### config.mk
export PLATFORM = sky130hd
export DESIGN_NAME = frame_decoder_crc16_check
export DESIGN_NICKNAME = d
export VERILOG_FILES = /design/src/rtl/fdc_pkg.sv /design/src/rtl/fdc_in_stage.sv /design/src/rtl/fdc_parser.sv /design/src/rtl/fdc_out_stage.sv /design/src/rtl/frame_decoder_crc16_check.sv
export SDC_FILE = /design/constraint.sdc
export NUM_CORES = 1
export LEC_CHECK = 0
export BUFFER_PORTS_ARGS = -buffer_cell sky130_fd_sc_hd__buf_4
export CAP_MARGIN = 20
export CORE_MARGIN = 2
export CORE_UTILIZATION = 37
export DETAILED_ROUTE_END_ITERATION = 10
export GPL_ROUTABILITY_DRIVEN = 0
export MAX_ROUTING_LAYER = met4
export SLEW_MARGIN = 20
export SYNTH_ARGS = -nofsm -noshare
export SYNTH_HDL_FRONTEND = slang
export SYNTH_SLANG_ARGS = --single-unit
export TNS_END_PERCENT = 100
### constraint.sdc
create_clock -name clk_i -period 12.56 [get_ports clk_i]
set_clock_uncertainty 0.05 [all_clocks]
set_input_delay 0.628 -clock clk_i [delete_from_list [all_inputs] [get_ports clk_i]]
set_output_delay 0.628 -clock clk_i [all_outputs]
set_load 0.03 [all_outputs]
### src/rtl/fdc_pkg.sv
`timescale 1ns / 1ps
// ----------------------------------------------------------------------------
// fdc_pkg
// Shared types, constants and the CRC-16/MODBUS byte update for the frame
// decoder.
// ----------------------------------------------------------------------------
package fdc_pkg;

  localparam int unsigned BYTE_W     = 8;
  localparam int unsigned COUNT_W    = 9;
  localparam int unsigned CRC_W      = 16;
  localparam int unsigned HDR_FIELDS = 5;
  localparam int unsigned OUT_DATA_W = 72;

  localparam logic [COUNT_W-1:0] HDR_BYTES  = 9'd7;
  localparam logic [COUNT_W-1:0] MIN_BYTES  = 9'd9;
  localparam logic [COUNT_W-1:0] COUNT_MAX  = 9'd511;
  localparam logic [COUNT_W-1:0] IDX_START0 = 9'd0;
  localparam logic [COUNT_W-1:0] IDX_START1 = 9'd1;
  localparam logic [COUNT_W-1:0] IDX_HDR0   = 9'd2;

  localparam logic [CRC_W-1:0] CRC_INIT = 16'hFFFF;
  localparam logic [CRC_W-1:0] CRC_POLY = 16'hA001;

  localparam logic [BYTE_W-1:0] FIRST_START_RST  = 8'hAA;
  localparam logic [BYTE_W-1:0] SECOND_START_RST = 8'h55;

  localparam logic CFG_FIRST_START  = 1'b0;
  localparam logic CFG_SECOND_START = 1'b1;

  localparam logic KIND_PAYLOAD = 1'b0;
  localparam logic KIND_REPORT  = 1'b1;

  typedef enum logic [2:0] {
    ST_OK        = 3'd0,
    ST_TOO_SHORT = 3'd1,
    ST_BAD_START = 3'd2,
    ST_LEN_ERR   = 3'd3,
    ST_CRC_ERR   = 3'd4
  } fdc_status_e;

  typedef struct packed {
    logic [BYTE_W-1:0] data_byte;
    logic              last;
  } fdc_item_t;

  typedef struct packed {
    logic              kind;
    logic [BYTE_W-1:0] payload_byte;
    fdc_status_e       status;
    logic [BYTE_W-1:0] version;
    logic [BYTE_W-1:0] pkt_type;
    logic [BYTE_W-1:0] src_id;
    logic [BYTE_W-1:0] dst_id;
    logic [BYTE_W-1:0] pay_len;
    logic [CRC_W-1:0]  crc_word;
  } fdc_result_t;

  typedef struct packed {
    logic              we;
    logic              idx;
    logic [BYTE_W-1:0] data;
  } fdc_cfg_t;

  function automatic logic [CRC_W-1:0] crc16_fold(logic [CRC_W-1:0] crc,
                                                  logic [BYTE_W-1:0] b);
    logic [CRC_W-1:0] c;
    c = crc ^ {{(CRC_W-BYTE_W){1'b0}}, b};
    for (int k = 0; k < BYTE_W; k++) begin
      c = c[0] ? ((c >> 1) ^ CRC_POLY) : (c >> 1);
    end
    return c;
  endfunction

endpackage

### src/rtl/fdc_in_stage.sv
`timescale 1ns / 1ps
// ----------------------------------------------------------------------------
// fdc_in_stage
// Input register: captures one byte transaction and holds it until the
// parser takes it.
// ----------------------------------------------------------------------------
module fdc_in_stage (
  input  logic              clk_i,
  input  logic              rst_ni,
  input  logic              in_valid_i,
  output logic              in_ready_o,
  input  fdc_pkg::fdc_item_t in_item_i,
  input  logic              take_i,
  output logic              valid_o,
  output fdc_pkg::fdc_item_t item_o
);
  import fdc_pkg::*;

  logic      valid_q, valid_d;
  fdc_item_t item_q;

  assign in_ready_o = !valid_q || take_i;

  always_comb begin
    valid_d = valid_q;
    if (in_ready_o) begin
      valid_d = in_valid_i;
    end
  end

  always_ff @(posedge clk_i or negedge rst_ni) begin
    if (!rst_ni) begin
      valid_q <= 1'b0;
    end else begin
      valid_q <= valid_d;
    end
  end

  always_ff @(posedge clk_i) begin
    if (in_ready_o && in_valid_i) begin
      item_q <= in_item_i;
    end
  end

  assign valid_o = valid_q;
  assign item_o  = item_q;

endmodule

### src/rtl/fdc_parser.sv
`timescale 1ns / 1ps
// ----------------------------------------------------------------------------
// fdc_parser
// Frame state, start byte registers, header capture, running CRC and the
// end-of-frame status. One byte is consumed per step.
// ----------------------------------------------------------------------------
module fdc_parser (
  input  logic                 clk_i,
  input  logic                 rst_ni,
  input  fdc_pkg::fdc_cfg_t    cfg_i,
  input  logic                 step_i,
  input  fdc_pkg::fdc_item_t   item_i,
  output logic                 res_valid_o,
  output fdc_pkg::fdc_result_t res_o
);
  import fdc_pkg::*;

  logic [BYTE_W-1:0]  first_start_q, second_start_q;
  logic [COUNT_W-1:0] byte_count_q, byte_count_d;
  logic               start_match_q, start_match_d;
  logic [CRC_W-1:0]   crc_q, crc_d;
  logic [BYTE_W-1:0]  held0_q, held0_d, held1_q, held1_d;
  logic [BYTE_W-1:0]  hdr_q [HDR_FIELDS];
  logic [BYTE_W-1:0]  hdr_d [HDR_FIELDS];

  logic [COUNT_W-1:0] idx, total, pay_idx, frame_len;
  logic [CRC_W-1:0]   rx_crc;
  logic [BYTE_W-1:0]  b;
  logic               is_payload;
  fdc_status_e        status;

  always_comb begin
    b   = item_i.data_byte;
    idx = byte_count_q;

    start_match_d = start_match_q;
    if ((idx == IDX_START0 && b != first_start_q) ||
        (idx == IDX_START1 && b != second_start_q)) begin
      start_match_d = 1'b0;
    end

    for (int i = 0; i < HDR_FIELDS; i++) begin
      hdr_d[i] = hdr_q[i];
      if (idx == IDX_HDR0 + COUNT_W'(i)) begin
        hdr_d[i] = b;
      end
    end

    crc_d   = (idx >= IDX_HDR0) ? crc16_fold(crc_q, held0_q) : crc_q;
    rx_crc  = {b, held1_q};
    held0_d = held1_q;
    held1_d = b;

    total        = (idx < COUNT_MAX) ? idx + 9'd1 : COUNT_MAX;
    byte_count_d = total;

    pay_idx    = idx - HDR_BYTES;
    frame_len  = MIN_BYTES + {1'b0, hdr_d[HDR_FIELDS-1]};
    is_payload = start_match_d && (idx >= HDR_BYTES) &&
                 (pay_idx < {1'b0, hdr_d[HDR_FIELDS-1]});

    if (total < MIN_BYTES) begin
      status = ST_TOO_SHORT;
    end else if (!start_match_d) begin
      status = ST_BAD_START;
    end else if (total != frame_len) begin
      status = ST_LEN_ERR;
    end else if (crc_d != rx_crc) begin
      status = ST_CRC_ERR;
    end else begin
      status = ST_OK;
    end

    res_o = '0;
    res_valid_o = 1'b0;
    if (item_i.last) begin
      res_valid_o        = 1'b1;
      res_o.kind         = KIND_REPORT;
      res_o.status       = status;
      res_o.version      = hdr_d[0];
      res_o.pkt_type     = hdr_d[1];
      res_o.src_id       = hdr_d[2];
      res_o.dst_id       = hdr_d[3];
      res_o.pay_len      = hdr_d[4];
      res_o.crc_word     = rx_crc;
      byte_count_d       = '0;
      start_match_d      = 1'b1;
      crc_d              = CRC_INIT;
      held0_d            = '0;
      held1_d            = '0;
      for (int i = 0; i < HDR_FIELDS; i++) begin
        hdr_d[i] = '0;
      end
    end else if (is_payload) begin
      res_valid_o        = 1'b1;
      res_o.kind         = KIND_PAYLOAD;
      res_o.payload_byte = b;
    end
  end

  always_ff @(posedge clk_i or negedge rst_ni) begin
    if (!rst_ni) begin
      first_start_q  <= FIRST_START_RST;
      second_start_q <= SECOND_START_RST;
    end else if (cfg_i.we) begin
      if (cfg_i.idx == CFG_FIRST_START) begin
        first_start_q <= cfg_i.data;
      end else begin
        second_start_q <= cfg_i.data;
      end
    end
  end

  always_ff @(posedge clk_i or negedge rst_ni) begin
    if (!rst_ni) begin
      byte_count_q  <= '0;
      start_match_q <= 1'b1;
      crc_q         <= CRC_INIT;
      held0_q       <= '0;
      held1_q       <= '0;
      for (int i = 0; i < HDR_FIELDS; i++) begin
        hdr_q[i] <= '0;
      end
    end else if (step_i) begin
      byte_count_q  <= byte_count_d;
      start_match_q <= start_match_d;
      crc_q         <= crc_d;
      held0_q       <= held0_d;
      held1_q       <= held1_d;
      for (int i = 0; i < HDR_FIELDS; i++) begin
        hdr_q[i] <= hdr_d[i];
      end
    end
  end

  a_last_clears: assert property (@(posedge clk_i) disable iff (!rst_ni)
    step_i && item_i.last |=> byte_count_q == '0 && start_match_q && crc_q == CRC_INIT)
    else $error("frame state not cleared after last byte");

  a_hold_idle: assert property (@(posedge clk_i) disable iff (!rst_ni)
    !step_i |=> $stable(byte_count_q) && $stable(crc_q))
    else $error("frame state moved without a step");

  a_payload_needs_match: assert property (@(posedge clk_i) disable iff (!rst_ni)
    res_valid_o && res_o.kind == KIND_PAYLOAD |-> start_match_q && byte_count_q >= HDR_BYTES)
    else $error("payload forwarded outside a matching frame body");

endmodule

### src/rtl/fdc_out_stage.sv
`timescale 1ns / 1ps
// ----------------------------------------------------------------------------
// fdc_out_stage
// Result register: holds one result transaction until the sink takes it.
// ----------------------------------------------------------------------------
module fdc_out_stage (
  input  logic                 clk_i,
  input  logic                 rst_ni,
  input  logic                 load_i,
  input  fdc_pkg::fdc_result_t res_i,
  output logic                 free_o,
  output logic                 out_valid_o,
  input  logic                 out_ready_i,
  output fdc_pkg::fdc_result_t res_o
);
  import fdc_pkg::*;

  logic        valid_q, valid_d;
  fdc_result_t res_q;

  assign free_o = !valid_q || out_ready_i;

  always_comb begin
    valid_d = valid_q;
    if (load_i) begin
      valid_d = 1'b1;
    end else if (out_ready_i) begin
      valid_d = 1'b0;
    end
  end

  always_ff @(posedge clk_i or negedge rst_ni) begin
    if (!rst_ni) begin
      valid_q <= 1'b0;
    end else begin
      valid_q <= valid_d;
    end
  end

  always_ff @(posedge clk_i) begin
    if (load_i) begin
      res_q <= res_i;
    end
  end

  assign out_valid_o = valid_q;
  assign res_o       = res_q;

endmodule

### src/rtl/frame_decoder_crc16_check.sv
`timescale 1ns / 1ps
// ----------------------------------------------------------------------------
// frame_decoder_crc16_check
// Byte-stream frame decoder with start byte check, cut-through payload
// forwarding and CRC-16/MODBUS verification.
//
//   channel  dir  tdata                                  tuser / tlast
//   s_axis   in   [7:0] data_byte                        tlast: last
//   m_axis   out  [7:0] payload_byte, [10:8] status,     tuser: kind
//                 [18:11] version, [26:19] pkt_type,
//                 [34:27] src_id, [42:35] dst_id,
//                 [50:43] pay_len, [66:51] crc_word
//   cfg      in   index 0 first start byte, 1 second start byte
//
// One byte per cycle while results are taken, via input and result registers.
// The CRC register update (eight folded bit steps) sets the cycle path.
// Reset clears the frame state and loads start bytes 0xAA and 0x55.
// A stalled result holds the result register; the input register still
// takes one byte, then input ready drops until the result moves.
// ----------------------------------------------------------------------------
module frame_decoder_crc16_check (
  input  logic                         clk_i,
  input  logic                         rst_ni,
  input  logic                         s_axis_tvalid,
  output logic                         s_axis_tready,
  input  logic [fdc_pkg::BYTE_W-1:0]   s_axis_tdata,   // [7:0] data_byte
  input  logic                         s_axis_tlast,
  output logic                         m_axis_tvalid,
  input  logic                         m_axis_tready,
  output logic [fdc_pkg::OUT_DATA_W-1:0] m_axis_tdata, // payload_byte, status,
                                                       // version, pkt_type,
                                                       // src_id, dst_id,
                                                       // pay_len,
                                                       // crc_word
  output logic                         m_axis_tuser,   // [0] kind
  input  logic                         cfg_we_i,
  input  logic                         cfg_idx_i,
  input  logic [fdc_pkg::BYTE_W-1:0]   cfg_data_i
);
  import fdc_pkg::*;

  fdc_item_t   in_item, stage_item;
  fdc_result_t res, out_res;
  fdc_cfg_t    cfg;
  logic        stage_valid, take, res_valid, out_free;

  assign in_item.data_byte = s_axis_tdata;
  assign in_item.last      = s_axis_tlast;
  assign cfg.we            = cfg_we_i;
  assign cfg.idx           = cfg_idx_i;
  assign cfg.data          = cfg_data_i;

  assign take = stage_valid && out_free;

  fdc_in_stage u_in (
    .clk_i      (clk_i),
    .rst_ni     (rst_ni),
    .in_valid_i (s_axis_tvalid),
    .in_ready_o (s_axis_tready),
    .in_item_i  (in_item),
    .take_i     (take),
    .valid_o    (stage_valid),
    .item_o     (stage_item)
  );

  fdc_parser u_parser (
    .clk_i       (clk_i),
    .rst_ni      (rst_ni),
    .cfg_i       (cfg),
    .step_i      (take),
    .item_i      (stage_item),
    .res_valid_o (res_valid),
    .res_o       (res)
  );

  fdc_out_stage u_out (
    .clk_i       (clk_i),
    .rst_ni      (rst_ni),
    .load_i      (take && res_valid),
    .res_i       (res),
    .free_o      (out_free),
    .out_valid_o (m_axis_tvalid),
    .out_ready_i (m_axis_tready),
    .res_o       (out_res)
  );

  assign m_axis_tuser = out_res.kind;
  assign m_axis_tdata = {5'b00000, out_res.crc_word, out_res.pay_len,
                         out_res.dst_id, out_res.src_id, out_res.pkt_type,
                         out_res.version, out_res.status, out_res.payload_byte};

endmodule
Word level (Yosys, flattened, before mapping)
Cells that the tools add are included.
- register bits after elaboration: 177
- bits of input ports: 23
- output and inout bits: 75
- logic and storage cells: 107
- add/subtract/negate cells: 3
- $lt $le $gt $ge: 5
- equality and inequality tests: 10
- mux-type cells: 30
- bitwise logic cells: 13
- reduce and logical (&&, ||, !) cells: 19
- operator list (kind ; number):
    16-bit two-way mux ; 10
    8-bit two-way mux ; 7
    40-bit two-way mux ; 1
    9-bit by 3-bit == test with 1-bit output (second input constant) ; 3
    2-bit NOT with 3-bit output ; 8
    9-bit by 2-bit == test with 1-bit output (second input constant) ; 2
    9-bit two-way mux ; 2
    16-bit != test ; 1
    8-bit != test ; 2
    16-bit by 8-bit bitwise XOR with 16-bit output ; 1
    4-bit by 8-bit adder with 9-bit output (first input constant) ; 1
    9-bit by 1-bit adder with 9-bit output (second input constant) ; 1
    9-bit by 1-bit == test with 1-bit output (second input constant) ; 1
    9-bit by 2-bit >= comparator with 1-bit output (second input constant) ; 1
    9-bit by 3-bit >= comparator with 1-bit output (second input constant) ; 1
    9-bit logical NOT ; 1
    9-bit by 4-bit less-than comparator with 1-bit output (second input constant) ; 1
    9-bit by 8-bit less-than comparator with 1-bit output ; 1
    9-bit less-than comparator (second input constant) ; 1
    9-bit != test ; 1
    9-bit by 3-bit subtractor with 9-bit output (second input constant) ; 1
    1-bit logical AND ; 7
    1-bit two-way mux ; 7
    2-bit two-way mux ; 2
    8 further kinds ; 16

Logic depth before layout (Yosys ltp)
- depth after elaboration: 23
- mapped depth: 13
- gate-level depth less buffers: 12

Modules after synthesis
A second synthesis with hierarchy kept.
- cell total of the unflattened synthesis: 823
- area, all modules: 8987.4 um^2
- modules (own cells, without submodules) (module ; times used ; cells an instance ; area an instance (um^2) ; seq. area each (um^2)):
    fdc_parser ; 1 ; 731 ; 6520.0 ; 2483.6
    fdc_out_stage ; 1 ; 71 ; 2089.5 ; 2067.0
    fdc_in_stage ; 1 ; 13 ; 324.1 ; 295.3
    frame_decoder_crc16_check ; 1 ; 8 ; 53.8 ; 0.0

Least setup slack after synthesis
OpenSTA, ideal clock, no wires.
- path kind: register -> register
- start point: register u_parser.byte_count_q[0]
- end point: register u_out.res_q (netlist bit u_out.res_o[0]) (enable)
- library setup time: 516 ps
- arrival: 5893 ps
- required time: 11994 ps
- setup slack: 6101 ps
- stages on the path, launching flop included: 13
- buffers on the path: 1
- clock period less this slack: 6459 ps
- cell sequence: dfrtp_1 > inv_1 > ha_1 > clkbuf_1 > inv_1 > o31ai_1 > nand2_1 > inv_1 > ha_1 > a221oi_1 > o21a_1 > o2111ai_2 > a21oi_1
- cells in the longest elaborated chain, start to end: 9
- elaborated cells on any way between the ends: 16
- those cells by class: 1 x add/sub; 2 x order compare; 2 x eq/ne; 4 x mux; 7 x reduce/logical
- ends and longest elaborated chain (what ; line ; RTL):
    start: declaration ; fdc_parser.sv:19 ; logic [COUNT_W-1:0] byte_count_q, byte_count_d;
    start signal: assignment ; fdc_parser.sv:125 ; byte_count_q <= byte_count_d;
    parallel branches: the longest is 5 deep, another holds 9-bit by 3-bit subtractor with 9-bit output ; n/a ;
    1-bit logical AND * ; fdc_parser.sv:59 ; is_payload = start_match_d && (idx >= HDR_BYTES) &&
    1-bit two-way mux * ; fdc_parser.sv:94 ; end else if (is_payload) begin
    1-bit two-way mux * ; fdc_parser.sv:76 ; if (item_i.last) begin
    1-bit logical AND * ; frame_decoder_crc16_check.sv:79 ; .load_i (take && res_valid),
    net u_out.load_i ; fdc_out_stage.sv:9 ; input logic load_i,
    end signal: assignment ; fdc_out_stage.sv:42 ; res_q <= res_i;
    end: declaration ; fdc_out_stage.sv:19 ; fdc_result_t res_q;
Mark *: on every way through the listed nets, which the timed path passes.
A chain may end at the register's enable or synchronous reset.

Worst setup path after layout
- start point: register u_parser.byte_count_q[2]
- end point: register u_out.res_q (netlist bit u_out.res_o[58]) (enable)
Same word-level chain as after synthesis.

==> run metrics <==
die width 158 µm; pwr/cell area 179 mW/mm²; first-pass GRT wire length 34.2 mm; fillers 2212; Synth Flop Type edfxtp_1; Worst Setup End Kind flip-flop; Peak Freq 215 MHz; Die Span Y 158 µm; vias in the first global route 6026; critical path required time 12.59 ns; Initial Utilization 0.375; max-slew violations 0; Synth Warn # 0; HPWL after detailed placement 14.6 mm; Post-synth EDFFs 77; setup TNS 0 ns; TritonCTS clock tree yes; Post-Syn Area per Cell 11.3 µm²; Crit Path Max Fanout 50; ys async rst share 0.565; PortBufs 92; Worst Hold Class in2async; DR vias/cell 5.25; Setup CP Type reg2reg; postcts setup bufs 0; flops & latches, synth 177; initial antenna violation count 0; routed vias 6196; CP Launch Type flip-flop; clock slew at reported path FFs 0.07 ns; number of inserted diodes 0; Num CTS Buffers 17; clk root buf clkbuf_16; Layout Nets 881; wire per inst 18.5 µm; Max Cap Viol 0; slew of the pin with the lowest slew margin 0.862 ns; post-route clock period utilization 0.370; RSZ-0062 raised after global routing no; CTS sink cnt 177; Post-CTS Resized 0; IO Pins 98; fin crit period 4.65 ns; Register Area 0.00485 mm²; max_slew headroom 0.425; DRC Markers 0; post-route ant nets 0; die area 0.0249 mm²; Placeable Area 0.0233 mm²; Distinct cells, synth 71; first drt pass iteration count 5; H-tree depth 4; Worst Path Arrival 4.67 ns; post-synthesis sequential area ratio 0.554; status completed; Leak 4.29 nW; cts hold-fix bufs 0; largest net degree at the start of global routing 78; layout cells sized above 1 0.224; Final Setup Violations 0; grt ovf 0; multi-input logic area 0.00366 mm²; all-layer global routing usage 0.187; row cnt 56; area delta synth->final 18.1%; Hold Fails Final Rpt 0; CTS max path bufs 2; Final Non-Filler Cells 1181; Synth Cell Area 0.00874 mm²; Total Wirelength 21.8 mm; clk_lat worst skew 0.44 ns; initial DRC count 700; placed insts 1149; Synth Instances 775; peak supply drop 0.0000814 V
## where the power goes
part           total (mW)  internal, mW  switching (mW)  leakage (nW)
sequential          0.756         0.695          0.0611          2.01
clock               0.565         0.305           0.260         0.303
combinational       0.524         0.236           0.288          1.97
## cells in the final DEF, fill, tap and decap left out, types with 3 or more instances in the layout
| cell | Yosys | routed |
|---|---|---|
| nand2_1 | 102 | 101 |
| buf_4 | 7 | 100 |
| edfxtp_1 | 77 | 77 |
| dfrtp_1 | 75 | 75 |
| nor2_1 | 67 | 67 |
| o21ai_0 | 64 | 64 |
| mux2i_1 | 51 | 51 |
| xnor2_1 | 46 | 46 |
| dfstp_2 | 25 | 25 |
| and2_1 | 22 | 22 |
| mux2_2 | 17 | 17 |
| clkbuf_16 | 0 | 17 |
| xor2_1 | 16 | 16 |
| o22a_1 | 14 | 14 |
| nand4_1 | 13 | 13 |
| a21oi_1 | 11 | 10 |
| nand3_1 | 9 | 9 |
| ha_1 | 9 | 9 |
| a21o_1 | 7 | 7 |
| nor3_1 | 7 | 7 |
| a31oi_1 | 7 | 7 |
| inv_1 | 6 | 6 |
| nor4_1 | 5 | 5 |
| o31ai_1 | 5 | 5 |
| nand2b_1 | 5 | 5 |
| a22oi_1 | 5 | 5 |
| conb_1 | 1 | 5 |
| inv_6 | 0 | 4 |
| or3_1 | 3 | 3 |
| o22ai_1 | 3 | 3 |
| o21a_1 | 3 | 3 |
| and3_1 | 3 | 3 |
| inv_8 | 0 | 3 |
| clkinv_8 | 0 | 3 |
## Yosys cell counts, types with 3 or more instances
cell type / n / area share
nor2_1: 67 / 0.029
nand2b_1: 5 / 0.0036
nor3_1: 7 / 0.0040
nand2_1: 102 / 0.044
buf_4: 7 / 0.0060
nor4_1: 5 / 0.0036
xnor2_1: 46 / 0.046
xor2_1: 16 / 0.016
a31oi_1: 7 / 0.0050
o22a_1: 14 / 0.014
o21ai_0: 64 / 0.037
a21oi_1: 11 / 0.0063
edfxtp_1: 77 / 0.26
nand4_1: 13 / 0.0093
buf_2: 4 / 0.0023
dfstp_2: 25 / 0.075
o22ai_1: 3 / 0.0021
o31ai_1: 5 / 0.0043
nand3_1: 9 / 0.0052
a21o_1: 7 / 0.0060
o21a_1: 3 / 0.0026
inv_1: 6 / 0.0026
mux2i_1: 51 / 0.058
ha_1: 9 / 0.013
and3_1: 3 / 0.0021
mux2_2: 17 / 0.022
buf_1: 8 / 0.0034
clkbuf_1: 29 / 0.012
dfrtp_1: 75 / 0.21
a22oi_1: 5 / 0.0043
and2_1: 22 / 0.016
or3_1: 3 / 0.0021
## final cells by class
type / count / share of cell area
multi-input combinational: 545 / 0.355
tap: 319 / 0.0387
clock buffer: 17 / 0.0412
sequential: 177 / 0.470
timing repair buffer: 101 / 0.0738
clock inverter: 15 / 0.0193
inverter: 7 / 0.00255
## cell families after synthesis
logic type,count (synthesis),share of synthesized area
compound gates,143,0.110
xor+xnor,65,0.0700
fa+ha+maj,9,0.0129
buf+inv,57,0.0298
flops,177,0.554
mux,69,0.0829
other cells,1,0.000429
simple gates,254,0.139
## worst paths after layout
check,slack [ns],to,cells after the start,startpoint
setup / recovery,7.91,u_out.res_o[58],9,u_parser.byte_count_q[2]
hold / removal,0.03,u_parser.second_start_q[3],1,rst_ni
setup reg to reg,7.91,u_out.res_o[58],9,u_parser.byte_count_q[2]
hold reg to reg,0.43,u_parser.hdr_q[16],2,u_parser.hdr_q[16]
max in group asynchronous,11.43,u_parser.hdr_q[35],2,rst_ni
min in group clk_i,0.31,u_in.item_o[3],1,s_axis_tdata[2]
## metal layers
| layer | share of wire | global-route usage |
|---|---|---|
| met1 | 0.46 | 0.256 |
| met2 | 0.46 | 0.283 |
| met3 | 0.066 | 0.0372 |
| met4 | 0.014 | 0.0524 |
| met5 | 0 | - |
## critical path: stages, from the launching register on
cell and delay [ns]:
dfrtp_1 0.59, nor4b_4 0.54, nand3_4 0.20, mux2i_1 0.45
ha_1 0.33, a21o_1 0.18, a21oi_1 0.18, o2111ai_2 0.41
a21oi_4 0.66, buf_4 0.62
## through the flow
stage / power, mW / instance area [µm²] / hold slack [ns] / setup WS [ns] / utilization
4_1_cts: 1.86 / 10300 / 0.0224 / 7.94 / 0.442
3_3_place_gp: 1.28 / 9680 / 0.412 / 8.15 / 0.415
2_1_floorplan: 1.16 / 8750 / 0.282 / 6.10 / -
3_5_place_dp: 1.29 / 9690 / 0.420 / 7.96 / 0.415
5_1_grt: 1.93 / 10300 / 0.0408 / 7.59 / 0.442
6_report: 1.84 / 10300 / 0.0310 / 7.91 / 0.442
## state kept, by name (all words and copies together) (netlist names)
name and count:
u_out.res_o 68, u_parser.hdr_q 40, u_parser.crc_q 16, u_in.item_o 9, u_parser.byte_count_q 9, u_parser.first_start_q 8
u_parser.held0_q 8, u_parser.held1_q 8, u_parser.second_start_q 8, u_in.valid_o 1, u_out.out_valid_o 1, u_parser.start_match_q 1
(Power assumes the default switching activity.)
